### src/hrle_pkg.sv
// Shared types, constants and the keycode-to-ASCII mapping for the HID report line editor.
`default_nettype none

package hrle_pkg;

  // Line geometry: the line holds at most LINE_BYTES-1 characters
  localparam int LINE_BYTES = 64;
  localparam int POS_W      = 6;

  typedef logic [POS_W-1:0] pos_t;
  typedef logic [7:0]       octet_t;
  typedef logic [2:0]       kind_t;

  localparam pos_t MAX_LEN = POS_W'(LINE_BYTES - 1);

  // Result kinds
  localparam kind_t KIND_IGNORED   = 3'd0;
  localparam kind_t KIND_INSERTED  = 3'd1;
  localparam kind_t KIND_FULL      = 3'd2;
  localparam kind_t KIND_DELETED   = 3'd3;
  localparam kind_t KIND_NO_DELETE = 3'd4;
  localparam kind_t KIND_MOVED     = 3'd5;
  localparam kind_t KIND_SENT      = 3'd6;
  localparam kind_t KIND_QUIT      = 3'd7;

  // Keycodes and modifier mask
  localparam octet_t SHIFT_MASK = 8'h22;
  localparam octet_t KEY_ENTER  = 8'h28;
  localparam octet_t KEY_ESCAPE = 8'h29;
  localparam octet_t KEY_BKSP   = 8'h2a;
  localparam octet_t KEY_RIGHT  = 8'h4f;
  localparam octet_t KEY_LEFT   = 8'h50;

  // Character tables
  localparam octet_t DIGIT_PLAIN [10] = '{8'h31, 8'h32, 8'h33, 8'h34, 8'h35,
                                          8'h36, 8'h37, 8'h38, 8'h39, 8'h30};
  localparam octet_t DIGIT_SHIFT [10] = '{8'h21, 8'h40, 8'h23, 8'h24, 8'h25,
                                          8'h5e, 8'h26, 8'h2a, 8'h28, 8'h29};
  localparam octet_t SYMA_PLAIN [6] = '{8'h20, 8'h2d, 8'h3d, 8'h5b, 8'h5d, 8'h5c};
  localparam octet_t SYMA_SHIFT [6] = '{8'h20, 8'h5f, 8'h2b, 8'h7b, 8'h7d, 8'h7c};
  localparam octet_t SYMB_PLAIN [6] = '{8'h3b, 8'h27, 8'h60, 8'h2c, 8'h2e, 8'h2f};
  localparam octet_t SYMB_SHIFT [6] = '{8'h3a, 8'h22, 8'h7e, 8'h3c, 8'h3e, 8'h3f};

  // What a line cell does in one step
  typedef enum logic [1:0] {
    CELL_HOLD,
    CELL_INSERT,
    CELL_DELETE,
    CELL_SHIFT
  } cell_op_t;

  typedef struct packed {
    cell_op_t op;
    pos_t     pos;
    octet_t   ch;
  } cell_ctrl_t;

  // Map a keycode to its printable character, zero when not printable
  function automatic octet_t map_key(octet_t key, logic shift);
    octet_t     res;
    logic [3:0] di;
    logic [2:0] ai;
    logic [2:0] bi;
    res = 8'h00;
    di  = 4'(key - 8'h1e);
    ai  = 3'(key - 8'h2c);
    bi  = 3'(key - 8'h33);
    if (key >= 8'h04 && key <= 8'h1d) begin
      res = (shift ? 8'h41 : 8'h61) + (key - 8'h04);
    end else if (key >= 8'h1e && key <= 8'h27) begin
      res = shift ? DIGIT_SHIFT[di] : DIGIT_PLAIN[di];
    end else if (key >= 8'h2c && key <= 8'h31) begin
      res = shift ? SYMA_SHIFT[ai] : SYMA_PLAIN[ai];
    end else if (key >= 8'h33 && key <= 8'h38) begin
      res = shift ? SYMB_SHIFT[bi] : SYMB_PLAIN[bi];
    end
    return res;
  endfunction

endpackage

`default_nettype wire

### src/hrle_cell.sv
// One character cell of the line: holds a byte and trades it with its neighbors.
`default_nettype none

module hrle_cell (
  input  wire                 clk,
  input  hrle_pkg::pos_t      index,
  input  hrle_pkg::cell_ctrl_t ctrl,
  input  hrle_pkg::octet_t    left_data,
  input  hrle_pkg::octet_t    right_data,
  output hrle_pkg::octet_t    data
);

  // Insert opens a gap at pos, delete closes the gap below pos+1, shift drains to cell 0
  always_ff @(posedge clk) begin
    case (ctrl.op)
      hrle_pkg::CELL_INSERT: begin
        if (index == ctrl.pos) begin
          data <= ctrl.ch;
        end else if (index > ctrl.pos) begin
          data <= left_data;
        end
      end
      hrle_pkg::CELL_DELETE: begin
        if (index >= ctrl.pos) begin
          data <= right_data;
        end
      end
      hrle_pkg::CELL_SHIFT: begin
        data <= right_data;
      end
      default: begin
        data <= data;
      end
    endcase
  end

endmodule

`default_nettype wire

### src/hid_report_line_editor_top.sv
// Top level of the HID report line editor: report decode, edit control and the cell row.
// Usage:
//   Input channel s_axis_*: one word per boot-keyboard report (modifier byte and six
//   keycodes). Output channel m_axis_*: result words; m_axis_tlast marks the last
//   result caused by a report.
//   A report is taken when the block is idle; it is decoded once the output register is
//   free, and its single result is loaded into the output register in that decode step.
//   Enter on a non-empty line streams instead: the accept, the decode step, then one byte
//   per cycle from the head cell of the row while the receiver keeps up. Every edit
//   (insert, delete) is one parallel step of the cell row.
//   The rate is set by the decode step and by the one-byte-per-cycle drain of the row.
//   The output register lets a new report be taken while the last result still waits.
//   If the receiver stalls, decode and streaming wait for the output register to free.
//   Reset (rst, synchronous) empties the line, clears the previous keys and the halt
//   flag, and drops any pending output word. Escape halts the block until reset; while
//   halted every report answers with a quit result.
`default_nettype none

module hid_report_line_editor_top (
  input  wire         clk,
  input  wire         rst,
  input  wire         s_axis_tvalid,
  output logic        s_axis_tready,
  // modifier_bits, key_slot0 .. key_slot5, from the lowest bit up
  input  wire  [55:0] s_axis_tdata,
  output logic        m_axis_tvalid,
  input  wire         m_axis_tready,
  // event_kind[2:0], char_out[10:3], cursor_now[16:11], length_now[22:17], zero pad
  output logic [23:0] m_axis_tdata,
  output logic        m_axis_tlast
);

  typedef enum logic [1:0] {
    ST_IDLE,
    ST_DECODE,
    ST_SEND
  } state_t;

  localparam hrle_pkg::pos_t POS_ONE = hrle_pkg::POS_W'(1);

  state_t                state;
  hrle_pkg::octet_t      rep_mod;
  hrle_pkg::octet_t      rep_keys [6];
  hrle_pkg::octet_t      prev_keys [6];
  hrle_pkg::pos_t        cursor;
  hrle_pkg::pos_t        length;
  hrle_pkg::pos_t        count;
  logic                  halted;

  hrle_pkg::kind_t       out_kind;
  hrle_pkg::octet_t      out_ch;
  hrle_pkg::pos_t        out_cursor;
  hrle_pkg::pos_t        out_length;

  logic                  out_free;
  logic                  out_load;
  logic [5:0]            seen;
  hrle_pkg::octet_t      new_key;
  hrle_pkg::octet_t      key_ch;
  logic                  shift;

  hrle_pkg::kind_t       res_kind;
  hrle_pkg::octet_t      res_ch;
  hrle_pkg::pos_t        cursor_next;
  hrle_pkg::pos_t        length_next;
  logic                  halt_set;
  logic                  go_send;
  hrle_pkg::cell_ctrl_t  dec_ctrl;
  hrle_pkg::cell_ctrl_t  cell_ctrl;

  hrle_pkg::octet_t      cell_data [hrle_pkg::LINE_BYTES];

  assign out_free      = !m_axis_tvalid || m_axis_tready;
  assign out_load      = out_free && ((state == ST_DECODE && !go_send) || state == ST_SEND);
  assign s_axis_tready = (state == ST_IDLE);
  assign m_axis_tdata  = {1'b0, out_length, out_cursor, out_ch, out_kind};

  // Find the first keycode absent from the previous report
  always_comb begin
    for (int i = 0; i < 6; i++) begin
      seen[i] = 1'b0;
      for (int j = 0; j < 6; j++) begin
        if (rep_keys[i] == prev_keys[j]) begin
          seen[i] = 1'b1;
        end
      end
    end
    new_key = 8'h00;
    for (int i = 5; i >= 0; i--) begin
      if (!seen[i]) begin
        new_key = rep_keys[i];
      end
    end
  end

  assign shift  = |(rep_mod & hrle_pkg::SHIFT_MASK);
  assign key_ch = hrle_pkg::map_key(new_key, shift);

  // Decide the edit for the decoded key
  always_comb begin
    res_kind    = hrle_pkg::KIND_IGNORED;
    res_ch      = 8'h00;
    cursor_next = cursor;
    length_next = length;
    halt_set    = 1'b0;
    go_send     = 1'b0;
    dec_ctrl    = '{op: hrle_pkg::CELL_HOLD, pos: cursor, ch: key_ch};
    if (halted) begin
      res_kind = hrle_pkg::KIND_QUIT;
    end else if (new_key == hrle_pkg::KEY_ESCAPE) begin
      res_kind = hrle_pkg::KIND_QUIT;
      halt_set = 1'b1;
    end else if (key_ch != 8'h00) begin
      if (length >= hrle_pkg::MAX_LEN) begin
        res_kind = hrle_pkg::KIND_FULL;
      end else begin
        res_kind    = hrle_pkg::KIND_INSERTED;
        res_ch      = key_ch;
        cursor_next = cursor + 1'b1;
        length_next = length + 1'b1;
        dec_ctrl.op = hrle_pkg::CELL_INSERT;
      end
    end else if (new_key == hrle_pkg::KEY_BKSP) begin
      if (cursor == '0) begin
        res_kind = hrle_pkg::KIND_NO_DELETE;
      end else begin
        res_kind     = hrle_pkg::KIND_DELETED;
        cursor_next  = cursor - 1'b1;
        length_next  = length - 1'b1;
        dec_ctrl.op  = hrle_pkg::CELL_DELETE;
        dec_ctrl.pos = cursor - 1'b1;
      end
    end else if (new_key == hrle_pkg::KEY_RIGHT) begin
      if (cursor < length) begin
        res_kind    = hrle_pkg::KIND_MOVED;
        cursor_next = cursor + 1'b1;
      end
    end else if (new_key == hrle_pkg::KEY_LEFT) begin
      if (cursor != '0) begin
        res_kind    = hrle_pkg::KIND_MOVED;
        cursor_next = cursor - 1'b1;
      end
    end else if (new_key == hrle_pkg::KEY_ENTER && length != '0) begin
      go_send     = 1'b1;
      cursor_next = '0;
      length_next = '0;
    end
  end

  // Drive the cell row only on cycles that commit a step
  always_comb begin
    cell_ctrl = '{op: hrle_pkg::CELL_HOLD, pos: cursor, ch: key_ch};
    if (state == ST_DECODE && out_free) begin
      cell_ctrl = dec_ctrl;
    end else if (state == ST_SEND && out_free) begin
      cell_ctrl.op = hrle_pkg::CELL_SHIFT;
    end
  end

  // Row of line cells, cell 0 at the head of the line
  for (genvar g = 0; g < hrle_pkg::LINE_BYTES; g++) begin : g_cell
    hrle_pkg::octet_t left_in;
    hrle_pkg::octet_t right_in;
    if (g == 0) begin : g_head
      assign left_in = 8'h00;
    end else begin : g_mid_l
      assign left_in = cell_data[g-1];
    end
    if (g == hrle_pkg::LINE_BYTES - 1) begin : g_tail
      assign right_in = 8'h00;
    end else begin : g_mid_r
      assign right_in = cell_data[g+1];
    end
    hrle_cell u_cell (
      .clk        (clk),
      .index      (hrle_pkg::POS_W'(g)),
      .ctrl       (cell_ctrl),
      .left_data  (left_in),
      .right_data (right_in),
      .data       (cell_data[g])
    );
  end

  // Control state and output register
  always_ff @(posedge clk) begin
    if (rst) begin
      state         <= ST_IDLE;
      m_axis_tvalid <= 1'b0;
      halted        <= 1'b0;
      cursor        <= '0;
      length        <= '0;
      count         <= '0;
      for (int i = 0; i < 6; i++) begin
        prev_keys[i] <= 8'h00;
      end
    end else begin
      // Load a new word, or free the register once the current one is taken
      if (out_load) begin
        m_axis_tvalid <= 1'b1;
      end else if (m_axis_tready) begin
        m_axis_tvalid <= 1'b0;
      end
      case (state)
        ST_IDLE: begin
          if (s_axis_tvalid) begin
            rep_mod <= s_axis_tdata[7:0];
            for (int i = 0; i < 6; i++) begin
              rep_keys[i] <= s_axis_tdata[8*i+8 +: 8];
            end
            state <= ST_DECODE;
          end
        end
        ST_DECODE: begin
          if (out_free) begin
            cursor <= cursor_next;
            length <= length_next;
            if (halt_set) begin
              halted <= 1'b1;
            end
            if (!halted && !halt_set) begin
              prev_keys <= rep_keys;
            end
            if (go_send) begin
              count <= length;
              state <= ST_SEND;
            end else begin
              m_axis_tlast  <= 1'b1;
              out_kind      <= res_kind;
              out_ch        <= res_ch;
              out_cursor    <= cursor_next;
              out_length    <= length_next;
              state         <= ST_IDLE;
            end
          end
        end
        ST_SEND: begin
          if (out_free) begin
            m_axis_tlast  <= (count == POS_ONE);
            out_kind      <= hrle_pkg::KIND_SENT;
            out_ch        <= cell_data[0];
            out_cursor    <= '0;
            out_length    <= '0;
            count         <= count - 1'b1;
            if (count == POS_ONE) begin
              state <= ST_IDLE;
            end
          end
        end
        default: begin
          state <= ST_IDLE;
        end
      endcase
    end
  end

  // Cursor never passes the end of the line
  assert property (@(posedge clk) disable iff (rst) cursor <= length)
    else $error("cursor beyond line length");

  // Line never exceeds its capacity
  assert property (@(posedge clk) disable iff (rst) length <= hrle_pkg::MAX_LEN)
    else $error("line length beyond capacity");

  // While streaming, the line has already been cleared and bytes remain to send
  assert property (@(posedge clk) disable iff (rst)
    state == ST_SEND |-> (length == '0 && cursor == '0 && count != '0))
    else $error("send state with live line or empty count");

  // Halt sticks until reset
  assert property (@(posedge clk) disable iff (rst) halted |=> halted)
    else $error("halt flag dropped");

  // A streamed word always carries the line-byte kind
  assert property (@(posedge clk) disable iff (rst)
    (state == ST_SEND && out_free) |=> (m_axis_tvalid && out_kind == hrle_pkg::KIND_SENT))
    else $error("streamed word lost or wrong kind");

endmodule

`default_nettype wire

### config.mk
export PLATFORM = sky130hd
export DESIGN_NAME = hid_report_line_editor_top
export DESIGN_NICKNAME = d
export VERILOG_FILES = /design/src/hrle_pkg.sv /design/src/hrle_cell.sv /design/src/hid_report_line_editor_top.sv
export SDC_FILE = /design/constraint.sdc
export NUM_CORES = 2
export LEC_CHECK = 0
export ABC_AREA = 1
export BUFFER_PORTS_ARGS = -buffer_cell sky130_fd_sc_hd__buf_2
export CELL_PAD_IN_SITES_DETAIL_PLACEMENT = 1
export CELL_PAD_IN_SITES_GLOBAL_PLACEMENT = 1
export CORE_UTILIZATION = 45
export DETAILED_ROUTE_END_ITERATION = 12
export HOLD_SLACK_MARGIN = 0.02
export PLACE_DENSITY_LB_ADDON = 0.1
export SKIP_LAST_GASP = 1
export SLEW_MARGIN = 30
export SYNTH_ARGS = -nofsm -noshare
export SYNTH_HDL_FRONTEND = slang
export SYNTH_HIERARCHICAL = 1
export SYNTH_SLANG_ARGS = --single-unit
### constraint.sdc
create_clock -name clk -period 20.1 [get_ports clk]
set_clock_uncertainty 0.2 [all_clocks]
set_input_delay 0 -clock clk [delete_from_list [all_inputs] [get_ports clk]]
set_output_delay 0 -clock clk [all_outputs]
set_load 0.005 [all_outputs]
==> impl_metrics.json <==
{
  "outcome": "finished, final reports clean",
  "r2r_start": "rep_keys[26]$_DFFE_PP_",
  "setup.worst_path.start": "rep_keys[26]$_DFFE_PP_",
  "cp_max_fo": 144,
  "drive_above_1_share": 0.09698,
  "hp-class": "in2reg",
  "syn_inst": 7860,
  "cp.arrival_ns": 9.76,
  "io_pins": 87,
  "grt_pass1_vias": 54230,
  "cts_tree": "yes",
  "first_iter_violations": 2999,
  "period_needed_ns": 9.640,
  "drc_errors": 0,
  "dp.cells": 9834,
  "cpPeakStageDelay_ns": 0.83,
  "slowest_stage": "buf_4",
  "max_clock_freq_mhz": 103.7,
  "core-area_mm2": 0.1275,
  "setup-tns-final_ns": 0,
  "ys_ff_latch": 656,
  "final_max_slew_viol_count": 0,
  "gp_congestion": 0.9235,
  "grt_pass1_wl_um": 283900,
  "rr_endpoint": "g_cell[36].u_cell/data[3]$_DFFE_PP_",
  "numCtsBuffers": 82,
  "rrSetupSlack_ns": 10.46,
  "fin_ws_ns": 10.46,
  "vias_per_cell": 5.163,
  "wl_per_cell_um": 17.44,
  "port_buffers": 79,
  "syn_area_per_cell_um2": 7.348,
  "ys_warn_count": 6,
  "powerDensity_mw_per_mm2": 161.3,
  "ys_types": 56,
  "finalHoldViolations": 0,
  "syn_to_final_growth_pct": 11.81,
  "clk_pin_slew_ns": 0.06,
  "layout.cells.non_filler": 10090,
  "antenna_found_initial": 6,
  "rr_worst_depth": 38,
  "die-area_mm2": 0.1298,
  "power_leakage_nw": 32.97,
  "crit_end": "g_cell[36].u_cell/data[3]$_DFFE_PP_",
  "slew_headroom": 0.3004,
  "clock-sinks": 656,
  "cts_max_level": 3,
  "criticalPathCategory": "reg2reg",
  "rows": 131,
  "endpoint_kind": "flop",
  "ys_async_sr_fraction": 0,
  "cts_resized": 0,
  "final_antenna_net_count": 0,
  "rsz0062_at_grt": "no",
  "die_h_um": 360.3,
  "crit_path_frequent_cell": "nand2_1",
  "first_pass_iters": 7,
  "die_w_um": 360.3,
  "hpwl_um": 122500,
  "initial_core_util": 0.4529,
  "clk_path_buf_depth": 3,
  "vias": 52090,
  "nets": 8844,
  "worst_slew_pin_slew_ns": 1.049,
  "fin_crit_sh": 0.4796,
  "grt-ovfl-total": 0,
  "clk_latency_ns": 0.69,
  "setup_viol": 0,
  "yosysSeqAreaShare": 0.3289,
  "critPathRequiredTime_ns": 20.22,
  "synth_edf_count": 586,
  "preCtsSetupSlack_ns": 10.53,
  "start_kind": "flop",
  "cap_viol_max_count": 0,
  "grt_max_degree": 170,
  "synth-main-ff-cell": "edfxtp_1",
  "wl_um": 176000,
  "grt_use_total": 0.2685,
  "syn-cell-area_mm2": 0.05776,
  "peakVddDrop_mv": 0.1503,
  "p_total_mw": 10.41,
  "cts_root_buffer": "clkbuf_16"
}
## cells in the final DEF (no fill, tap or decap), types with 82 or more instances in the layout
cell | netlist | final
edfxtp_1 | 586 | 586
nand2_4 | 141 | 142
inv_1 | 1293 | 1288
nor2_1 | 217 | 216
dlygate4sd3_1 | 0 | 105
conb_1 | 2 | 401
o21ai_0 | 97 | 97
ha_1 | 422 | 422
inv_2 | 150 | 150
nand3b_1 | 583 | 583
nand2_1 | 2609 | 2606
xor2_1 | 87 | 87
a21oi_1 | 295 | 294
clkbuf_16 | 0 | 82
nand2_2 | 87 | 87
nand3_1 | 611 | 611
## worst min-delay path by stage
stage | endpoint | startpoint | slack [ns] | depth (start not counted)
2_1_floorplan | rep_keys[0]$_DFFE_PP_ | s_axis_tdata[48] | -0.10 | 0
6_report | length[5]$_SDFFE_PP0P_ | rst | 0.13 | 3
3_3_place_gp | rep_keys[34]$_DFFE_PP_ | s_axis_tdata[18] | -0.02 | 1
5_1_grt | length[3]$_SDFFE_PP0P_ | rst | 0.09 | 3
3_5_place_dp | rep_keys[28]$_DFFE_PP_ | s_axis_tdata[28] | -0.02 | 1
4_1_cts | length[3]$_SDFFE_PP0P_ | rst | 0.06 | 3
## cell usage after synthesis, types with 9 or more instances
master / instances / area (um^2)
nand2_1: 2609 / 9793
inv_1: 1293 / 4853
nand3_1: 611 / 3058
edfxtp_1: 586 / 17600
nand3b_1: 583 / 4377
ha_1: 422 / 5280
a21oi_1: 295 / 1476
nor2_1: 217 / 814.5
inv_2: 150 / 563.0
nand2_4: 141 / 1588
o21ai_0: 97 / 485.5
nand2_2: 87 / 544.3
xor2_1: 87 / 762.0
buf_4: 84 / 630.6
xnor2_1: 79 / 691.9
buf_2: 74 / 370.4
dfxtp_1: 70 / 1401
inv_4: 69 / 431.7
nor2_8: 68 / 1361
nand4_1: 58 / 362.9
clkbuf_1: 29 / 108.9
nor3_1: 18 / 90.09
o21ai_1: 15 / 75.07
nor2_2: 13 / 81.33
nand3_2: 10 / 100.1
buf_6: 9 / 101.4
o31ai_1: 9 / 67.56
## report_power, final
group / switching, mW / internal (mW)
Sequential: 0.556 / 2.63
Clock: 0.637 / 0.819
Combinational: 3.93 / 1.85
## repair_timing
action | CTS | global route
setup endpoints to repair | 0 | 0
endpoints found under the hold margin | 122 | 0
setup buffers | 0 | 0
hold buffers | 105 | 0
## layer usage
metal | wire length, um | vias to the layer above | part of all wire | track usage
met4 | 3732 | 0 | 0.021 | 0.06360
met5 | 0 | - | 0 | 0
met1 | 78830 | 25360 | 0.45 | 0.3444
met2 | 86960 | 943 | 0.49 | 0.4790
met3 | 6465 | 249 | 0.037 | 0.03001
li1 | - | 25540 | - | -
## cell families after synthesis
family                     after synthesis  share of synthesized area
and+or+nand+nor                       4444                     0.3892
buffers and inverters                 1715                     0.1227
DFF                                    656                     0.3289
AOI/OAI and AO/OA                      455                    0.04242
adders and majority gates              422                    0.09142
xor gates and xnor gates               166                    0.02517
other                                    2                  0.0001300
## final cells by class
cell class	count	area [um^2]
fillers	16450	62940
multi-input cells	5888	33300
flip-flops and latches	656	19000
inverters	1519	5883
clock buffers	97	2108
well taps	1662	2079
repair buffers	215	1744
clock inverters	49	455.4
diodes	3	7.507
## flip-flops by register name, indices dropped and copies added, names as in the netlist
name                count
state                   2
halted                  1
rep_mod                 2
m_axis_tlast            1
out_ch                  8
g_cell.u_cell/data    512
prev_keys              48
length                  6
cursor                  6
out_kind                3
out_cursor              6
count                   6
rep_keys               48
out_length              6
m_axis_tvalid           1
## metrics by stage
step           utilization  hold WS [ns]  cell area (um^2)
2_1_floorplan            -       -0.1011             59260
3_3_place_gp        0.4776      -0.02374             60900
5_1_grt             0.5064       0.09065             64570
6_report            0.5064        0.1290             64580
3_5_place_dp        0.4778      -0.02103             60930
4_1_cts             0.5061       0.05875             64540
## worst max-delay path: cells and delay by family (launching register included)
kind            cells  cell delay (ns)
fa+ha+maj           2             0.68
flops               1             0.72
compound gates      4             1.05
buf+inv             9             3.07
simple gates       23             3.22
No activity file was read; power rests on OpenSTA's default activity.
